===== src/sv/rtsenc_pkg.sv =====
`timescale 1ns / 1ps
// rtsenc_pkg: shared types, codes, line layout constants and line bit/byte functions for the remote frame encoder
// depends on nothing
package rtsenc_pkg;

  localparam int unsigned FRAME_LEN = 7;
  localparam int unsigned DATA_BITS = 56;

  typedef logic [7:0]  byte_t;
  typedef logic [15:0] code_t;
  typedef logic [23:0] addr_t;
  typedef logic [DATA_BITS-1:0] frame_t;
  typedef logic [5:0]  byte_idx_t;
  typedef logic [8:0]  bit_pos_t;
  typedef logic [1:0]  reg_idx_t;

  localparam logic MODE_BUILD  = 1'b0;
  localparam logic MODE_REPEAT = 1'b1;

  localparam reg_idx_t REG_ADDR = 2'd0;
  localparam reg_idx_t REG_CODE = 2'd1;
  localparam reg_idx_t REG_KEY  = 2'd2;

  localparam byte_t KEY_RESET = 8'hA7;

  // build transmission: 16 ones, 148 zeros, 2 syncs, 8 ones, 112 data bits, 44 zeros
  localparam bit_pos_t WAKE_END  = 9'd16;
  localparam bit_pos_t B_SYNC    = 9'd164;
  localparam bit_pos_t B_ONES    = 9'd180;
  localparam bit_pos_t B_DATA    = 9'd188;
  localparam bit_pos_t B_TAIL    = 9'd300;
  localparam byte_idx_t B_BYTES  = 6'd43;

  // repeat transmission: 7 syncs, 8 ones, 112 data bits, 48 zeros
  localparam bit_pos_t R_SYNC    = 9'd0;
  localparam bit_pos_t R_ONES    = 9'd56;
  localparam bit_pos_t R_DATA    = 9'd64;
  localparam bit_pos_t R_TAIL    = 9'd176;
  localparam byte_idx_t R_BYTES  = 6'd28;

  function automatic logic line_bit(input logic mode, input bit_pos_t pos, input frame_t frame);
    bit_pos_t sync_start;
    bit_pos_t ones_start;
    bit_pos_t data_start;
    bit_pos_t tail_start;
    bit_pos_t rel_sync;
    bit_pos_t rel_data;
    logic [5:0] di;
    logic b;
    logic r;
    begin
      if (mode == MODE_BUILD) begin
        sync_start = B_SYNC;
        ones_start = B_ONES;
        data_start = B_DATA;
        tail_start = B_TAIL;
      end else begin
        sync_start = R_SYNC;
        ones_start = R_ONES;
        data_start = R_DATA;
        tail_start = R_TAIL;
      end
      rel_sync = pos - sync_start;
      rel_data = pos - data_start;
      di = rel_data[6:1];
      b = frame[6'(DATA_BITS - 1) - di];
      if (mode == MODE_BUILD && pos < WAKE_END) begin
        r = 1'b1;
      end else if (pos < sync_start) begin
        r = 1'b0;
      end else if (pos < ones_start) begin
        r = ~rel_sync[2];
      end else if (pos < data_start) begin
        r = 1'b1;
      end else if (pos < tail_start) begin
        r = rel_data[0] ? b : ~b;
      end else begin
        r = 1'b0;
      end
      return r;
    end
  endfunction

  function automatic byte_t line_byte(input logic mode, input byte_idx_t idx, input frame_t frame);
    byte_t v;
    bit_pos_t base;
    begin
      base = {idx, 3'b000};
      for (int k = 0; k < 8; k++) begin
        v[7-k] = line_bit(mode, base + bit_pos_t'(k), frame);
      end
      return v;
    end
  endfunction

endpackage


===== src/sv/rtsenc_in_if.sv =====
`timescale 1ns / 1ps
// rtsenc_in_if: command channel, valid/ready with mode and button payload
// depends on nothing
interface rtsenc_in_if;
  logic       valid;
  logic       ready;
  logic       mode;
  logic [3:0] button;

  modport source (output valid, output mode, output button, input ready);
  modport sink   (input valid, input mode, input button, output ready);
endinterface


===== src/sv/rtsenc_out_if.sv =====
`timescale 1ns / 1ps
// rtsenc_out_if: line byte channel, valid/ready with byte, last flag and code payload
// depends on nothing
interface rtsenc_out_if;
  logic        valid;
  logic        ready;
  logic [7:0]  stream_byte;
  logic        last_byte;
  logic [15:0] code_used;

  modport source (output valid, output stream_byte, output last_byte, output code_used,
                  input ready);
  modport sink   (input valid, input stream_byte, input last_byte, input code_used,
                  output ready);
endinterface


===== src/sv/rts_remote_frame_encoder_core.sv =====
`timescale 1ns / 1ps
// rts_remote_frame_encoder_core: rolling code frame builder and line byte serializer
// depends on rtsenc_pkg, rtsenc_in_if, rtsenc_out_if
//
// usage:
//   cmd carries one beat per transmission (mode, button). mode 0 builds a new
//   frame from key, button, rolling code and address, then sends 43 line bytes
//   with wake-up; mode 1 resends the stored frame as 28 line bytes.
//   stream carries one beat per line byte, earliest bit in the msb, last_byte
//   set on the final beat, code_used holding the code carried in the frame.
//   cfg_we/cfg_index/cfg_data write address (0), rolling code (1), key (2);
//   other indexes are ignored. write only while no transmission is running.
// timing:
//   mode 0: a load in IDLE, the nibble checksum in SUM and the byte chaining
//   in CHAIN, then one line byte per cycle while stream is not stalled.
//   mode 1: straight from IDLE to SEND, then its 28 bytes at the same rate.
//   cmd.ready is high only between transmissions; the next command can be taken
//   while the final byte still waits in the output register.
// reset: rolling code and stored frame clear, key returns to a7, output empties.
// stall: a held stream beat freezes the serializer until it is taken.
module rts_remote_frame_encoder_core (
  input  logic                 clk,
  input  logic                 rst,
  rtsenc_in_if.sink            cmd,
  rtsenc_out_if.source         stream,
  input  logic                 cfg_we,
  input  rtsenc_pkg::reg_idx_t cfg_index,
  input  rtsenc_pkg::addr_t    cfg_data
);
  import rtsenc_pkg::*;

  typedef enum logic [1:0] {IDLE, SUM, CHAIN, SEND} state_t;

  state_t    state;
  byte_t     f [FRAME_LEN];
  addr_t     remote_address;
  code_t     rolling_code;
  byte_t     key_byte;
  code_t     code_reg;
  logic      mode_reg;
  logic [2:0] cnt;
  logic [3:0] sum;
  logic [3:0] sum_next;
  byte_t     prev;
  byte_t     chained;
  byte_idx_t byte_idx;
  byte_idx_t nbytes;
  frame_t    frame;
  logic      out_valid;
  byte_t     out_byte;
  logic      out_last;
  code_t     out_code;

  assign frame    = {f[0], f[1], f[2], f[3], f[4], f[5], f[6]};
  assign nbytes   = (mode_reg == MODE_BUILD) ? B_BYTES : R_BYTES;
  assign sum_next = sum ^ f[cnt][7:4] ^ f[cnt][3:0];
  assign chained  = f[cnt] ^ prev;

  assign cmd.ready          = (state == IDLE);
  assign stream.valid       = out_valid;
  assign stream.stream_byte = out_byte;
  assign stream.last_byte   = out_last;
  assign stream.code_used   = out_code;

  always_ff @(posedge clk) begin
    if (rst) begin
      state          <= IDLE;
      remote_address <= '0;
      rolling_code   <= '0;
      key_byte       <= KEY_RESET;
      out_valid      <= 1'b0;
      for (int i = 0; i < FRAME_LEN; i++) begin
        f[i] <= '0;
      end
    end else begin
      if (cfg_we) begin
        case (cfg_index)
          REG_ADDR: remote_address <= cfg_data;
          REG_CODE: rolling_code   <= cfg_data[15:0];
          REG_KEY:  key_byte       <= cfg_data[7:0];
          default: ;
        endcase
      end
      if (out_valid && stream.ready && state != SEND) begin
        out_valid <= 1'b0;
      end
      case (state)
        IDLE: begin
          if (cmd.valid) begin
            mode_reg <= cmd.mode;
            byte_idx <= '0;
            if (cmd.mode == MODE_BUILD) begin
              f[0]     <= key_byte;
              f[1]     <= {cmd.button, 4'b0000};
              f[2]     <= rolling_code[15:8];
              f[3]     <= rolling_code[7:0];
              f[4]     <= remote_address[23:16];
              f[5]     <= remote_address[15:8];
              f[6]     <= remote_address[7:0];
              code_reg <= rolling_code;
              sum      <= '0;
              cnt      <= '0;
              state    <= SUM;
            end else begin
              code_reg <= {f[2] ^ f[1], f[3] ^ f[2]};
              state    <= SEND;
            end
          end
        end
        SUM: begin
          sum <= sum_next;
          if (cnt == 3'(FRAME_LEN - 1)) begin
            f[1]  <= f[1] | {4'b0000, sum_next};
            prev  <= f[0];
            cnt   <= 3'd1;
            state <= CHAIN;
          end else begin
            cnt <= cnt + 3'd1;
          end
        end
        CHAIN: begin
          f[cnt] <= chained;
          prev   <= chained;
          if (cnt == 3'(FRAME_LEN - 1)) begin
            rolling_code <= rolling_code + 16'd1;
            state        <= SEND;
          end else begin
            cnt <= cnt + 3'd1;
          end
        end
        SEND: begin
          if (!out_valid || stream.ready) begin
            out_valid <= 1'b1;
            out_byte  <= line_byte(mode_reg, byte_idx, frame);
            out_last  <= (byte_idx == nbytes - 6'd1);
            out_code  <= code_reg;
            if (byte_idx == nbytes - 6'd1) begin
              state <= IDLE;
            end else begin
              byte_idx <= byte_idx + 6'd1;
            end
          end
        end
        default: state <= IDLE;
      endcase
    end
  end

  // serializer never runs past the length of its transmission
  a_idx_range: assert property (@(posedge clk) disable iff (rst)
    state == SEND |-> byte_idx < nbytes)
    else $error("line byte index past end of transmission");

  // a build captures the code in use before it advances
  a_code_capture: assert property (@(posedge clk) disable iff (rst)
    cmd.valid && cmd.ready && cmd.mode == MODE_BUILD |=> code_reg == $past(rolling_code))
    else $error("code_used does not match rolling code at build");

  // a stalled beat holds its payload until taken
  a_hold_stalled: assert property (@(posedge clk) disable iff (rst)
    stream.valid && !stream.ready |=> stream.valid && $stable(stream.stream_byte) &&
      $stable(stream.last_byte) && $stable(stream.code_used))
    else $error("stalled beat changed before it was taken");

  // a taken command closes the command channel
  a_busy: assert property (@(posedge clk) disable iff (rst)
    cmd.valid && cmd.ready |=> !cmd.ready)
    else $error("command channel open while transmission runs");

endmodule


===== src/flat_wrapper.sv =====
// flat-port wrapper written by rule: the top's interface ports become plain ports
module rts_remote_frame_encoder_core_flat import rtsenc_pkg::*;
  (clk, rst, cfg_we, cfg_index, cfg_data, cmd_valid, cmd_mode, cmd_button, cmd_ready, stream_valid, stream_stream_byte, stream_last_byte, stream_code_used, stream_ready);
  rtsenc_in_if cmd_i ();
  rtsenc_out_if stream_i ();
  input  logic clk;
  input  logic rst;
  input  logic cfg_we;
  input  rtsenc_pkg::reg_idx_t cfg_index;
  input  rtsenc_pkg::addr_t cfg_data;
  input wire logic [$bits(cmd_i.valid)-1:0] cmd_valid;
  input wire logic [$bits(cmd_i.mode)-1:0] cmd_mode;
  input wire logic [$bits(cmd_i.button)-1:0] cmd_button;
  output wire logic [$bits(cmd_i.ready)-1:0] cmd_ready;
  output wire logic [$bits(stream_i.valid)-1:0] stream_valid;
  output wire logic [$bits(stream_i.stream_byte)-1:0] stream_stream_byte;
  output wire logic [$bits(stream_i.last_byte)-1:0] stream_last_byte;
  output wire logic [$bits(stream_i.code_used)-1:0] stream_code_used;
  input wire logic [$bits(stream_i.ready)-1:0] stream_ready;
  assign cmd_i.valid = cmd_valid;
  assign cmd_i.mode = cmd_mode;
  assign cmd_i.button = cmd_button;
  assign cmd_ready = cmd_i.ready;
  assign stream_valid = stream_i.valid;
  assign stream_stream_byte = stream_i.stream_byte;
  assign stream_last_byte = stream_i.last_byte;
  assign stream_code_used = stream_i.code_used;
  assign stream_i.ready = stream_ready;
  rts_remote_frame_encoder_core u_core (.clk(clk), .rst(rst), .cmd(cmd_i), .stream(stream_i), .cfg_we(cfg_we), .cfg_index(cfg_index), .cfg_data(cfg_data));
endmodule

===== config.mk =====
export PLATFORM = sky130hd
export DESIGN_NAME = rts_remote_frame_encoder_core_flat
export DESIGN_NICKNAME = d
export VERILOG_FILES = /design/src/sv/rtsenc_pkg.sv /design/src/sv/rtsenc_in_if.sv /design/src/sv/rtsenc_out_if.sv /design/src/sv/rts_remote_frame_encoder_core.sv /design/src/flat_wrapper.sv
export SDC_FILE = /design/constraint.sdc
export NUM_CORES = 1
export LEC_CHECK = 0
export BUFFER_PORTS_ARGS = -buffer_cell sky130_fd_sc_hd__buf_4
export CAP_MARGIN = 0
export CORE_MARGIN = 8
export CORE_UTILIZATION = 55
export DETAILED_ROUTE_END_ITERATION = 8
export GPL_TIMING_DRIVEN = 0
export PLACE_DENSITY = 0.85
export SLEW_MARGIN = 5
export SYNTH_ARGS = -nofsm -noshare
export SYNTH_HDL_FRONTEND = slang
export SYNTH_SLANG_ARGS = --single-unit

===== constraint.sdc =====
create_clock -name clk -period 3.5 [get_ports clk]
set_clock_uncertainty 0.05 [all_clocks]
set_input_delay 0.175 -clock clk [delete_from_list [all_inputs] [get_ports clk]]
set_output_delay 0.175 -clock clk [all_outputs]
set_load 0.03 [all_outputs]

==> results.ini, run 1 <==
[synth]
netlist_instances=919
synth_area_leader_cell=edfxtp_1
synth_compound_area_frac=0.111
synth_area_leaders=edfxtp_1 (37%), dfxtp_1 (11%), mux4_2 (6.2%)
syn_area_um2=10200
synthSimpleGateAreaFrac=0.154
synth_seq_cells=181
ys_warn_count=0
synth_nets=982
synth.area.mux_share=0.145
avgSynthCellArea_um2=11.1
synth_top_family_by_area=simple AND/OR/NAND/NOR gates
yosysTopAreaCellShare=0.375
postSynth.asyncResetShare=0
synth_edf_count=127
synthAdderAreaFrac=0.0347
yosysSeqAreaShare=0.481
synthFlopType=edfxtp_1
post_synth_xor_area_fraction=0.0415
ys_types=68
yosysMostFrequentCell=nand2_1
ys_top_cells_by_count=nand2_1 (129), edfxtp_1 (127), o21ai_0 (75)

[power]
intPower_uw=5200
pwr-share-comb=0.414
vdd_drop_max_v=0.000430
switching_share=0.376
power.switching_uw=3130
power.share.sequential=0.355
p_leak_uw=0.00435
p_per_area_nw_per_um2=699
clockPowerShare=0.231

[grt]
grt_pass1_wl_um=44900
grt_antenna_before_repair=0
grt_pass1_vias=8033
grt_use_total=0.250
use_met3=0.0579
grtUsageMet1=0.306
grt_overflow=0
busiest_layer=met2
grt_util_met2=0.405
grt_max_degree=17

[clock_network]
cts_tree=yes
path_clk_slew_ps=70
clk_latency_ps=450
htree_levels=4
numCtsBuffers=17
cts.sinks=181
cts_root_buf=clkbuf_16
ctsLongestPathBuffers=2

[worst_hold_path]
holdCritStartpoint=cfg_data[13]
min_path_cells=3
min_path_type=in2reg
holdPathEnd=u_core.remote_address[13]$_SDFFE_PP0P_

[floorplanning]
chipWidth_um=152
initial_utilization=0.562
num_rows=49
core_area_um2=18100
dieArea_um2=23100
die_height_um=152
boundaryPins=63

[timing]
timing.setup.tns_ps=0
setup_ws_ps=117
fmax_mhz=296
period_share=0.966
tightestPinTransition_ps=1110
setup_viol=0
relSlewSlack=0.262
drv_slew=0
worst_hold_slack_ps=5.54
final-hold-violation-count=0
finalCriticalPeriod_ps=3380

[drt]
wl_per_cell_um=22.9
routed_via_density=6.42
wirelength_um=29300
detail-route-antenna-nets=0
drc_errors=0
vias=8226
first_pass_iters=9
drtIter0Drc=1248

[finish]
antennaDiodeCount=0
largest_reg_flops=64
syn_to_final_growth_pct=17.3
reg.largest.list=u_core.f (64), u_core.remote_address (24)
drive_gt1_frac=0.185
nets=1102
fin_cells=1281
fill_cells=1300
finalCoreUtilization=0.660
regMostFlops=u_core.f

[worst_setup_path]
cp-end-kind=register
rr_startpoint=u_core.mode_reg$_DFFE_PP_
r2r-end=u_core.stream.stream_byte[1]$_SDFFCE_PP1P_
r2r_setup_slack_ps=120
worstPathArrival_ps=3500
cp_data_required_time_ps=3620
crit_fanout=10
path_class=reg2reg
worstRegToRegCells=13
cp-start-kind=register

[placement]
dp.cells=1212
portBuffers=61
dp_slack_ps=-753
gp_congestion=0.952
hpwl_um=21600

[flow_run]
drv_cap=0

[run_status]
outcome=completed

power by group through the flow:
stage | sequential [uW] | combinational (uW) | clock, uW
2_1_floorplan | 2900 | 2350 | 0
3_3_place_gp | 2980 | 3080 | 0
3_5_place_dp | 2990 | 3200 | 0
4_1_cts | 2940 | 3290 | 1920
5_1_grt | 2970 | 3670 | 2000
6_report | 2960 | 3450 | 1920
worst max-delay path, cell delays in order, from the launching register on:
cell and delay, ps:
edfxtp_1 420, buf_6 140, clkinvlp_4 70, ha_2 210, fa_2 610, buf_8 160
clkinvlp_4 120, ha_1 290, buf_4 180, o41ai_1 110, nor4_2 360, a211oi_2 130
a31oi_1 170, o21ai_0 90
timing repair:
item | in CTS | in global routing
hold buffers | 27 | 0
setup buffers | 4 | 6
resized for setup | 6 | 11
pin swaps | 0 | 3
hold endpoints to repair | 39 | 0
endpoints found under the setup margin | 8 | 6
metal layers:
metal	share of wire	wire length (um)	up-vias
li1	-	-	3664
met1	0.37	10800	3878
met2	0.47	13700	579
met3	0.12	3410	105
met4	0.048	1410	0
met5	0	0	-
worst max-delay path by stage:
stage	from	end	cells past startpoint
final	u_core.mode_reg$_DFFE_PP_	u_core.stream.stream_byte[1]$_SDFFCE_PP1P_	13
after global placement	rst	u_core.stream.code_used[3]$_DFFE_PP_	4
after detailed placement	u_core.mode_reg$_DFFE_PP_	u_core.stream.stream_byte[2]$_SDFFCE_PP1P_	14
after global routing	u_core.mode_reg$_DFFE_PP_	u_core.stream.stream_byte[0]$_SDFFCE_PP1P_	13
after CTS	u_core.mode_reg$_DFFE_PP_	u_core.stream.stream_byte[2]$_SDFFCE_PP1P_	14
after floorplan	u_core.mode_reg$_DFFE_PP_	u_core.stream.stream_byte[2]$_SDFFCE_PP1P_	14
cell usage in the layout, fill, tap and decap left out, drive strengths merged, types with 10 or more instances in the layout:
master       instances
a211oi              13
nor2                54
and2                11
o21ai               75
ha                  25
mux2                18
clkbuf              61
inv                 24
nand3               37
xnor2               37
nor2b               10
dlygate4sd3         27
nand2              129
nand3b              15
nor3                11
mux4                43
mux2i               17
a21oi               56
and3                10
buf                 88
dfxtp               54
edfxtp             127
cells by family (layout without fill, tap and decap cells):
kind of cell               after synthesis  count (layout)
DFF                                    181             181
and+or+nand+nor                        320             320
muxes                                   78              78
AOI/OAI and AO/OA                      191             191
buffers and inverters                   79             212
adders and majority gates               27              27
xor gates and xnor gates                43              43
cell type report:
class	count	area, um2	area share
Timing Repair Buffer	101	826	0.0692
Clock buffer	18	429	0.0360
Multi-Input combinational cell	659	4980	0.417
Inverter	22	90.1	0.00755
Tap cell	229	287	0.0240
Clock inverter	14	151	0.0127
Sequential cell	181	4890	0.410
Buffer	57	274	0.0230
per-stage QoR:
| step | cell area, um2 | power, uW |
|---|---|---|
| 5_1_grt | 11900 | 8650 |
| 3_5_place_dp | 11000 | 6190 |
| 3_3_place_gp | 10900 | 6060 |
| 4_1_cts | 11900 | 8150 |
| 2_1_floorplan | 10200 | 5260 |
| 6_report | 11900 | 8340 |
Power figures use the tool's default switching activity.
==> run 2, diff against run 1 <==
Settings changed: CORE_UTILIZATION 55 to 35, PLACE_DENSITY 0.85 to 0.62.
==> run 2 against run 1 <==
  * Worst hold slack improved by 3.8 ps
  * Register-to-register slack better by 50 ps
  * Combinational power is 3% lower
  * Core utilization down 24 points
  * Die area up 51%
  * Critical path depth stayed put
  * Critical path type unchanged
  * Critical endpoint is now u_core.stream.stream_byte[2]$_SDFFCE_PP1P_
==> results.ini, run 2 (synthesized netlist as in run 1, its figures left out) <==
[run_status]
outcome=completed  ; unchanged

[power]
p_leak_uw=0.00435  ; about the same
clockPowerShare=0.228  ; was 0.231
vdd_drop_max_v=0.000375  ; was 0.000430 V
p_per_area_nw_per_um2=676  ; was 699 nW/um2
switching_share=0.377  ; was 0.376
intPower_uw=5080  ; was 5200 uW
power.switching_uw=3070  ; was 3130 uW
power.share.sequential=0.362  ; was 0.355
power_uw=8160  ; was 8340 uW
pwr-share-comb=0.410  ; was 0.414

[floorplanning]
chipWidth_um=186  ; was 152 um
dieArea_um2=34800  ; was 23100 um2
die_height_um=186  ; was 152 um
num_rows=62  ; was 49
boundaryPins=63  ; unchanged
core_area_um2=28600  ; was 18100 um2
initial_utilization=0.355  ; was 0.562

[grt]
grt_max_degree=17  ; unchanged
grt_pass1_wl_um=45200  ; was 44900 um
grt_util_met2=0.259  ; was 0.405
grt_use_total=0.165  ; was 0.250
busiest_layer=met2  ; unchanged
grt_overflow=0  ; unchanged
grt_pass1_vias=7760  ; was 8033
grt_antenna_before_repair=0  ; unchanged
grtUsageMet1=0.218  ; was 0.306
use_met3=0.0408  ; was 0.0579

[timing]
rsz0062_at_grt=yes
drv_slew=0  ; unchanged
relSlewSlack=0.237  ; was 0.262
setup_viol=0  ; unchanged
finalCriticalPeriod_ps=3340  ; was 3380 ps
tightestPinTransition_ps=1140  ; was 1110 ps
final-hold-violation-count=0  ; unchanged
timing.setup.tns_ps=0  ; unchanged
period_share=0.953  ; was 0.966
fmax_mhz=300  ; was 296 MHz

[drt]
wl_per_cell_um=20.3  ; was 22.9 um
detail-route-antenna-nets=0  ; unchanged
drc_errors=0  ; unchanged
wirelength_um=29000  ; was 29300 um
first_pass_iters=6  ; was 9
vias=7781  ; was 8226
routed_via_density=5.43  ; was 6.42
drtIter0Drc=891  ; was 1248

[placement]
portBuffers=61  ; unchanged
placed_cell_area_um2=11100  ; was 11000 um2
gp_congestion=0.937  ; was 0.952
hpwl_um=22300  ; was 21600 um

[worst_hold_path]
min_path_type=in2reg  ; unchanged
holdPathEnd=u_core.stream.valid$_SDFF_PP0_  ; was u_core.remote_address[13]$_SDFFE_PP0P_
holdCritStartpoint=stream_ready  ; was cfg_data[13]
min_path_cells=4  ; was 3

[finish]
reg.largest.list=u_core.f (64), u_core.remote_address (24)  ; unchanged
nets=1098  ; was 1102
largest_reg_flops=64  ; unchanged
final_common_cell=nand2_1  ; unchanged
layout_common_cells=nand2_1 (129), edfxtp_1 (127), o21ai_0 (75)  ; was nand2_1 (129), edfxtp_1 (127), buf_4 (78)
antennaDiodeCount=0  ; unchanged
fin_area_um2=12100  ; was 11900 um2
syn_to_final_growth_pct=18.6  ; was 17.3%
fill_cells=2684  ; was 1300
regMostFlops=u_core.f  ; unchanged
drive_gt1_frac=0.182  ; was 0.185

[clock_network]
cts_root_buf=clkbuf_16  ; unchanged
ctsLongestPathBuffers=2  ; unchanged
cts_tree=yes  ; unchanged
cts.sinks=181  ; unchanged
htree_levels=4  ; unchanged
path_clk_slew_ps=70  ; about the same
clk_latency_ps=450  ; about the same
numCtsBuffers=17  ; unchanged

[worst_setup_path]
max_stage_delay_ps=560  ; was 610 ps
path_class=reg2reg  ; unchanged
worstPathArrival_ps=3440  ; was 3500 ps
cp-start-kind=register  ; unchanged
cp_data_required_time_ps=3600  ; was 3620 ps
worst_path_dominant_cell_family=adder cells  ; unchanged
crit_buf_inv=5  ; unchanged
path_cells=buf_6, clkinvlp_4, ha_2, fa_2, buf_4, inv_1, ha_1, clkbuf_2, mux2i_1, nor2_1, a21oi_2, mux2_2, o21ai_0  ; was buf_6, clkinvlp_4, ha_2, fa_2, buf_8, clkinvlp_4, ha_1, buf_4, o41ai_1, nor4_2, a211oi_2, a31oi_1, o21ai_0
critPathSlowestCell=fa_2  ; unchanged
worstRegToRegCells=13  ; unchanged
r2r_setup_slack_ps=160  ; was 120 ps
cp-end-kind=register  ; unchanged
r2r-end=u_core.stream.stream_byte[2]$_SDFFCE_PP1P_  ; was u_core.stream.stream_byte[1]$_SDFFCE_PP1P_
rr_startpoint=u_core.mode_reg$_DFFE_PP_  ; unchanged
crit_fanout=10  ; unchanged

[flow_run]
drv_cap=0  ; unchanged

-- run 2: cell count changes in the layout (fill, tap and decap cells not counted), moves of 2 or more --
| cell | delta |
|---|---|
| inv_4 | +2 |
| clkinv_2 | +4 |
| clkbuf_8 | +2 |
| clkinv_1 | -2 |
| buf_4 | -6 |
| dlygate4sd3_1 | +2 |
| clkinvlp_4 | -5 |
| bufinv_16 | -2 |
-- run 2: worst min-delay path, cell delays in order --
cell     delay, ps
buf_4           80
nor2b_1         70
nor2_1          90
nor2_1          40
-- run 2: how the worst max path moves through the flow --
stage	start	cells after the start	to
floorplan	u_core.mode_reg$_DFFE_PP_	14	u_core.stream.stream_byte[2]$_SDFFCE_PP1P_
global placement	rst	4	u_core.stream.code_used[15]$_DFFE_PP_
detailed placement	u_core.mode_reg$_DFFE_PP_	13	u_core.stream.stream_byte[2]$_SDFFCE_PP1P_
CTS	u_core.byte_idx[0]$_SDFFCE_PN0P_	13	u_core.stream.stream_byte[2]$_SDFFCE_PP1P_
global route	u_core.mode_reg$_DFFE_PP_	14	u_core.stream.stream_byte[2]$_SDFFCE_PP1P_
finish	u_core.mode_reg$_DFFE_PP_	13	u_core.stream.stream_byte[2]$_SDFFCE_PP1P_
-- run 2: area by class of cell --
cell class,count,area (um2),area share
plain buffers,57,264,0.0219
clock buffers,20,478,0.0396
clock inverters,12,88.8,0.00736
inverters,22,86.3,0.00716
multi-input cells,659,4970,0.412
flip-flops and latches,181,4890,0.406
well taps,384,480,0.0398
repair buffers,97,801,0.0664
-- run 2: per-stage QoR --
step / setup slack (ps) / hold WS [ps] / util / instances
3_3_place_gp: -1200 / 326 / 0.388 / 1364
2_1_floorplan: 41.7 / 224 / - / 919
4_1_cts: 33.5 / 16.5 / 0.421 / 1432
6_report: 163 / 9.33 / 0.421 / 1432
3_5_place_dp: -713 / 322 / 0.389 / 1367
5_1_grt: -22.4 / 76.7 / 0.421 / 1432
-- run 2: timing repair --
| action | in CTS | in global routing |
|---|---|---|
| hold buffers | 29 | 0 |
| pin swaps | 1 | 0 |
| endpoints found under the setup margin | 8 | 6 |
| resized for setup | 4 | 5 |
| setup buffers | 4 | 0 |
| endpoints found under the hold margin | 41 | 0 |
-- run 2: metal layers --
| metal | share of wire | routed length [um] | vias up |
|---|---|---|---|
| met1 | 0.44 | 12700 | 3745 |
| met3 | 0.080 | 2320 | 45 |
| met5 | 0 | 0 | - |
| met4 | 0.026 | 748 | 0 |
| li1 | - | - | 3643 |
| met2 | 0.45 | 13200 | 348 |
-- run 2: power groups by stage --
stage               Sequential [uW]  Combinational (uW)  Clock, uW
floorplan                      2900                2350          0
global placement               2990                3190          0
detailed placement             2990                3230          0
CTS                            2940                3290       1870
global route                   2980                3610       1970
finish                         2950                3340       1860
==> run 3, diff against run 2 <==
--- a/config.mk
+++ b/config.mk
@@ -8,9 +8,12 @@
 export BUFFER_PORTS_ARGS = -buffer_cell sky130_fd_sc_hd__buf_4
 export CAP_MARGIN = 0
+export CELL_PAD_IN_SITES_DETAIL_PLACEMENT = 0
+export CELL_PAD_IN_SITES_GLOBAL_PLACEMENT = 1
 export CORE_MARGIN = 8
 export CORE_UTILIZATION = 35
 export DETAILED_ROUTE_END_ITERATION = 8
 export GPL_TIMING_DRIVEN = 0
-export PLACE_DENSITY = 0.62
+export PLACE_DENSITY = 0.72
+export SKIP_LAST_GASP = 1
 export SLEW_MARGIN = 5
 export SYNTH_ARGS = -nofsm -noshare
--- a/constraint.sdc
+++ b/constraint.sdc
@@ -3,3 +3,3 @@
 set_input_delay 0.175 -clock clk [delete_from_list [all_inputs] [get_ports clk]]
 set_output_delay 0.175 -clock clk [all_outputs]
-set_load 0.03 [all_outputs]
+set_load 0.1 [all_outputs]
==> run 3 against run 2 <==
  * Via count increased by 0.13%
  * Clock power decreased by 2%
  * Core utilization increased by 0.29 points
  * Largest power group unchanged
  * Count of clock-buffer cells in the layout decreased by 3
  * Non-clock buffer count increased by 11
  * Sequential cell count unchanged
==> results.ini, run 3 (synthesized netlist as in run 1, its figures left out) <==
[timing]
drv_slew=0  ; unchanged
tightestPinTransition_ps=1160  ; was 1140 ps
fmax_mhz=301  ; was 300 MHz
worst_hold_slack_ps=82.4  ; was 9.33 ps
setup_viol=0  ; unchanged
period_share=0.948  ; was 0.953
finalCriticalPeriod_ps=3320  ; was 3340 ps
relSlewSlack=0.230  ; was 0.237
setup_ws_ps=182  ; was 163 ps
final-hold-violation-count=0  ; unchanged

[grt]
grt_overflow=0  ; unchanged
grt_use_total=0.168  ; was 0.165
grt_pass1_wl_um=45900  ; was 45200 um
grt_antenna_before_repair=0  ; unchanged
grt_max_degree=18  ; was 17
grt_pass1_vias=7577  ; was 7760

[drt]
drtIter0Drc=929  ; was 891
vias=7791  ; was 7781
first_pass_iters=6  ; unchanged
detail-route-antenna-nets=0  ; unchanged
wl_per_cell_um=20.4  ; was 20.3 um
wirelength_um=29400  ; was 29000 um
drc_errors=0  ; unchanged
routed_via_density=5.40  ; was 5.43

[placement]
gp_congestion=0.909  ; was 0.937
dp_slack_ps=-594  ; was -713 ps
placed_cell_area_um2=11200  ; was 11100 um2
hpwl_um=22800  ; was 22300 um
portBuffers=61  ; unchanged
dp.cells=1368  ; was 1367

[worst_setup_path]
worstPathArrival_ps=3430  ; was 3440 ps
crit_fanout=10  ; unchanged
cp_data_required_time_ps=3610  ; was 3600 ps
worstRegToRegCells=13  ; unchanged
r2r-end=u_core.stream.stream_byte[1]$_SDFFCE_PP1P_  ; was u_core.stream.stream_byte[2]$_SDFFCE_PP1P_
rr_startpoint=u_core.mode_reg$_DFFE_PP_  ; unchanged
path_class=reg2reg  ; unchanged
r2r_setup_slack_ps=180  ; was 160 ps
startpoint=u_core.mode_reg$_DFFE_PP_  ; unchanged
cp-start-kind=register  ; unchanged
cp-end-kind=register  ; unchanged

[floorplanning]
dieArea_um2=34800  ; unchanged
num_rows=62  ; unchanged
chipWidth_um=186  ; unchanged
boundaryPins=63  ; unchanged
initial_utilization=0.355  ; unchanged
die_height_um=186  ; unchanged
core_area_um2=28600  ; unchanged

[clock_network]
cts_root_buf=clkbuf_16  ; unchanged
cts_tree=yes  ; unchanged
path_clk_slew_ps=70  ; about the same
htree_levels=4  ; unchanged
numCtsBuffers=17  ; unchanged
clk_latency_ps=440  ; was 450 ps
ctsLongestPathBuffers=2  ; unchanged
cts.sinks=181  ; unchanged

[power]
clockPowerShare=0.220  ; was 0.228
power.switching_uw=3210  ; was 3070 uW
pwr-share-comb=0.421  ; was 0.410
p_per_area_nw_per_um2=681  ; was 676 nW/um2
p_leak_uw=0.00437  ; was 0.00435 uW
switching_share=0.388  ; was 0.377
vdd_drop_max_v=0.000369  ; was 0.000375 V
power.share.sequential=0.359  ; was 0.362
intPower_uw=5060  ; was 5080 uW

[finish]
drive_gt1_frac=0.188  ; was 0.182
nets=1109  ; was 1098
fin_area_um2=12100  ; about the same
reg.largest.list=u_core.f (64), u_core.remote_address (24)  ; unchanged
finalCoreUtilization=0.424  ; was 0.421
fin_cells=1443  ; was 1432
final_common_cell=nand2_1  ; unchanged
layout_common_cells=nand2_1 (129), edfxtp_1 (127), buf_4 (79)  ; was nand2_1 (129), edfxtp_1 (127), o21ai_0 (75)
largest_reg_flops=64  ; unchanged
syn_to_final_growth_pct=19.4  ; was 18.6%
fill_cells=2706  ; was 2684
register_area_um2=4890  ; unchanged
regMostFlops=u_core.f  ; unchanged
antennaDiodeCount=0  ; unchanged
multiInputGateArea_um2=4970  ; about the same

[worst_hold_path]
holdPathEnd=u_core.remote_address[18]$_SDFFE_PP0P_  ; was u_core.stream.valid$_SDFF_PP0_
min_path_cells=4  ; unchanged
holdCritStartpoint=cfg_index[0]  ; was stream_ready
min_path_type=in2reg  ; unchanged

[flow_run]
drv_cap=0  ; unchanged

[run_status]
outcome=completed  ; unchanged

-- run 3: cell count changes in the layout (fill, tap and decap cells not counted), sizes merged --
cell	previous run	this run
buf	81	91
inv	27	26
clkinv	6	4
clkinvlp	1	7
dlygate4sd3	29	30
clkbuf	64	61
-- run 3: routing by layer --
layer,GRT usage,routed length (um),vias to the layer above
met5,0,0,-
met4,0.0382,416,0
met3,0.0384,2180,36
met2,0.268,13700,343
met1,0.230,13100,3725
li1,-,-,3687
-- run 3: critical path, stage by stage (launching register included) --
cell,delay [ps]
edfxtp_1,390
buf_6,130
clkinvlp_4,80
ha_2,200
fa_2,590
buf_8,150
clkinvlp_4,140
ha_1,300
clkbuf_4,180
o41ai_1,80
nor4_1,340
a211oi_2,140
a31oi_1,170
o21ai_0,90
-- run 3: how the worst max path moves through the flow --
stage | to | slack (ps) | cells after the start
floorplan | u_core.stream.stream_byte[2]$_SDFFCE_PP1P_ | 40 | 14
global placement | u_core.stream.code_used[3]$_DFFE_PP_ | -1190 | 4
detailed placement | u_core.stream.stream_byte[0]$_SDFFCE_PP1P_ | -590 | 13
CTS | u_core.stream.stream_byte[2]$_SDFFCE_PP1P_ | 30 | 14
global route | u_core.stream.stream_byte[1]$_SDFFCE_PP1P_ | -10 | 13
finish | u_core.stream.stream_byte[1]$_SDFFCE_PP1P_ | 180 | 13
-- run 3: repair_timing --
item,CTS,global route
buffers inserted,2,11
endpoints found under the setup margin,8,8
pin swaps,1,3
resized for setup,4,8
hold buffers,30,0
endpoints found under the hold margin,46,0
-- run 3: cell type report --
class | instances | share of cell area
clock buffer | 17 | 0.0350
tap | 384 | 0.0395
buffer | 57 | 0.0226
timing repair buffer | 108 | 0.0735
multi-input combinational | 659 | 0.409
sequential | 181 | 0.403
inverter | 22 | 0.00742
clock inverter | 15 | 0.0102
-- run 3: through the flow --
stage | setup TNS [ps] | power, uW
2_1_floorplan | 0 | 5400
3_3_place_gp | -40910 | 6290
3_5_place_dp | -3020 | 6340
4_1_cts | 0 | 8180
5_1_grt | -17.8 | 8700
6_report | 0 | 8270
-- run 3: power groups by stage --
| stage | Combinational, uW | Sequential, uW | Clock (uW) |
|---|---|---|---|
| floorplan | 2400 | 3000 | 0 |
| global placement | 3280 | 3010 | 0 |
| detailed placement | 3330 | 3010 | 0 |
| CTS | 3380 | 2960 | 1840 |
| global route | 3780 | 2990 | 1930 |
| finish | 3490 | 2970 | 1820 |
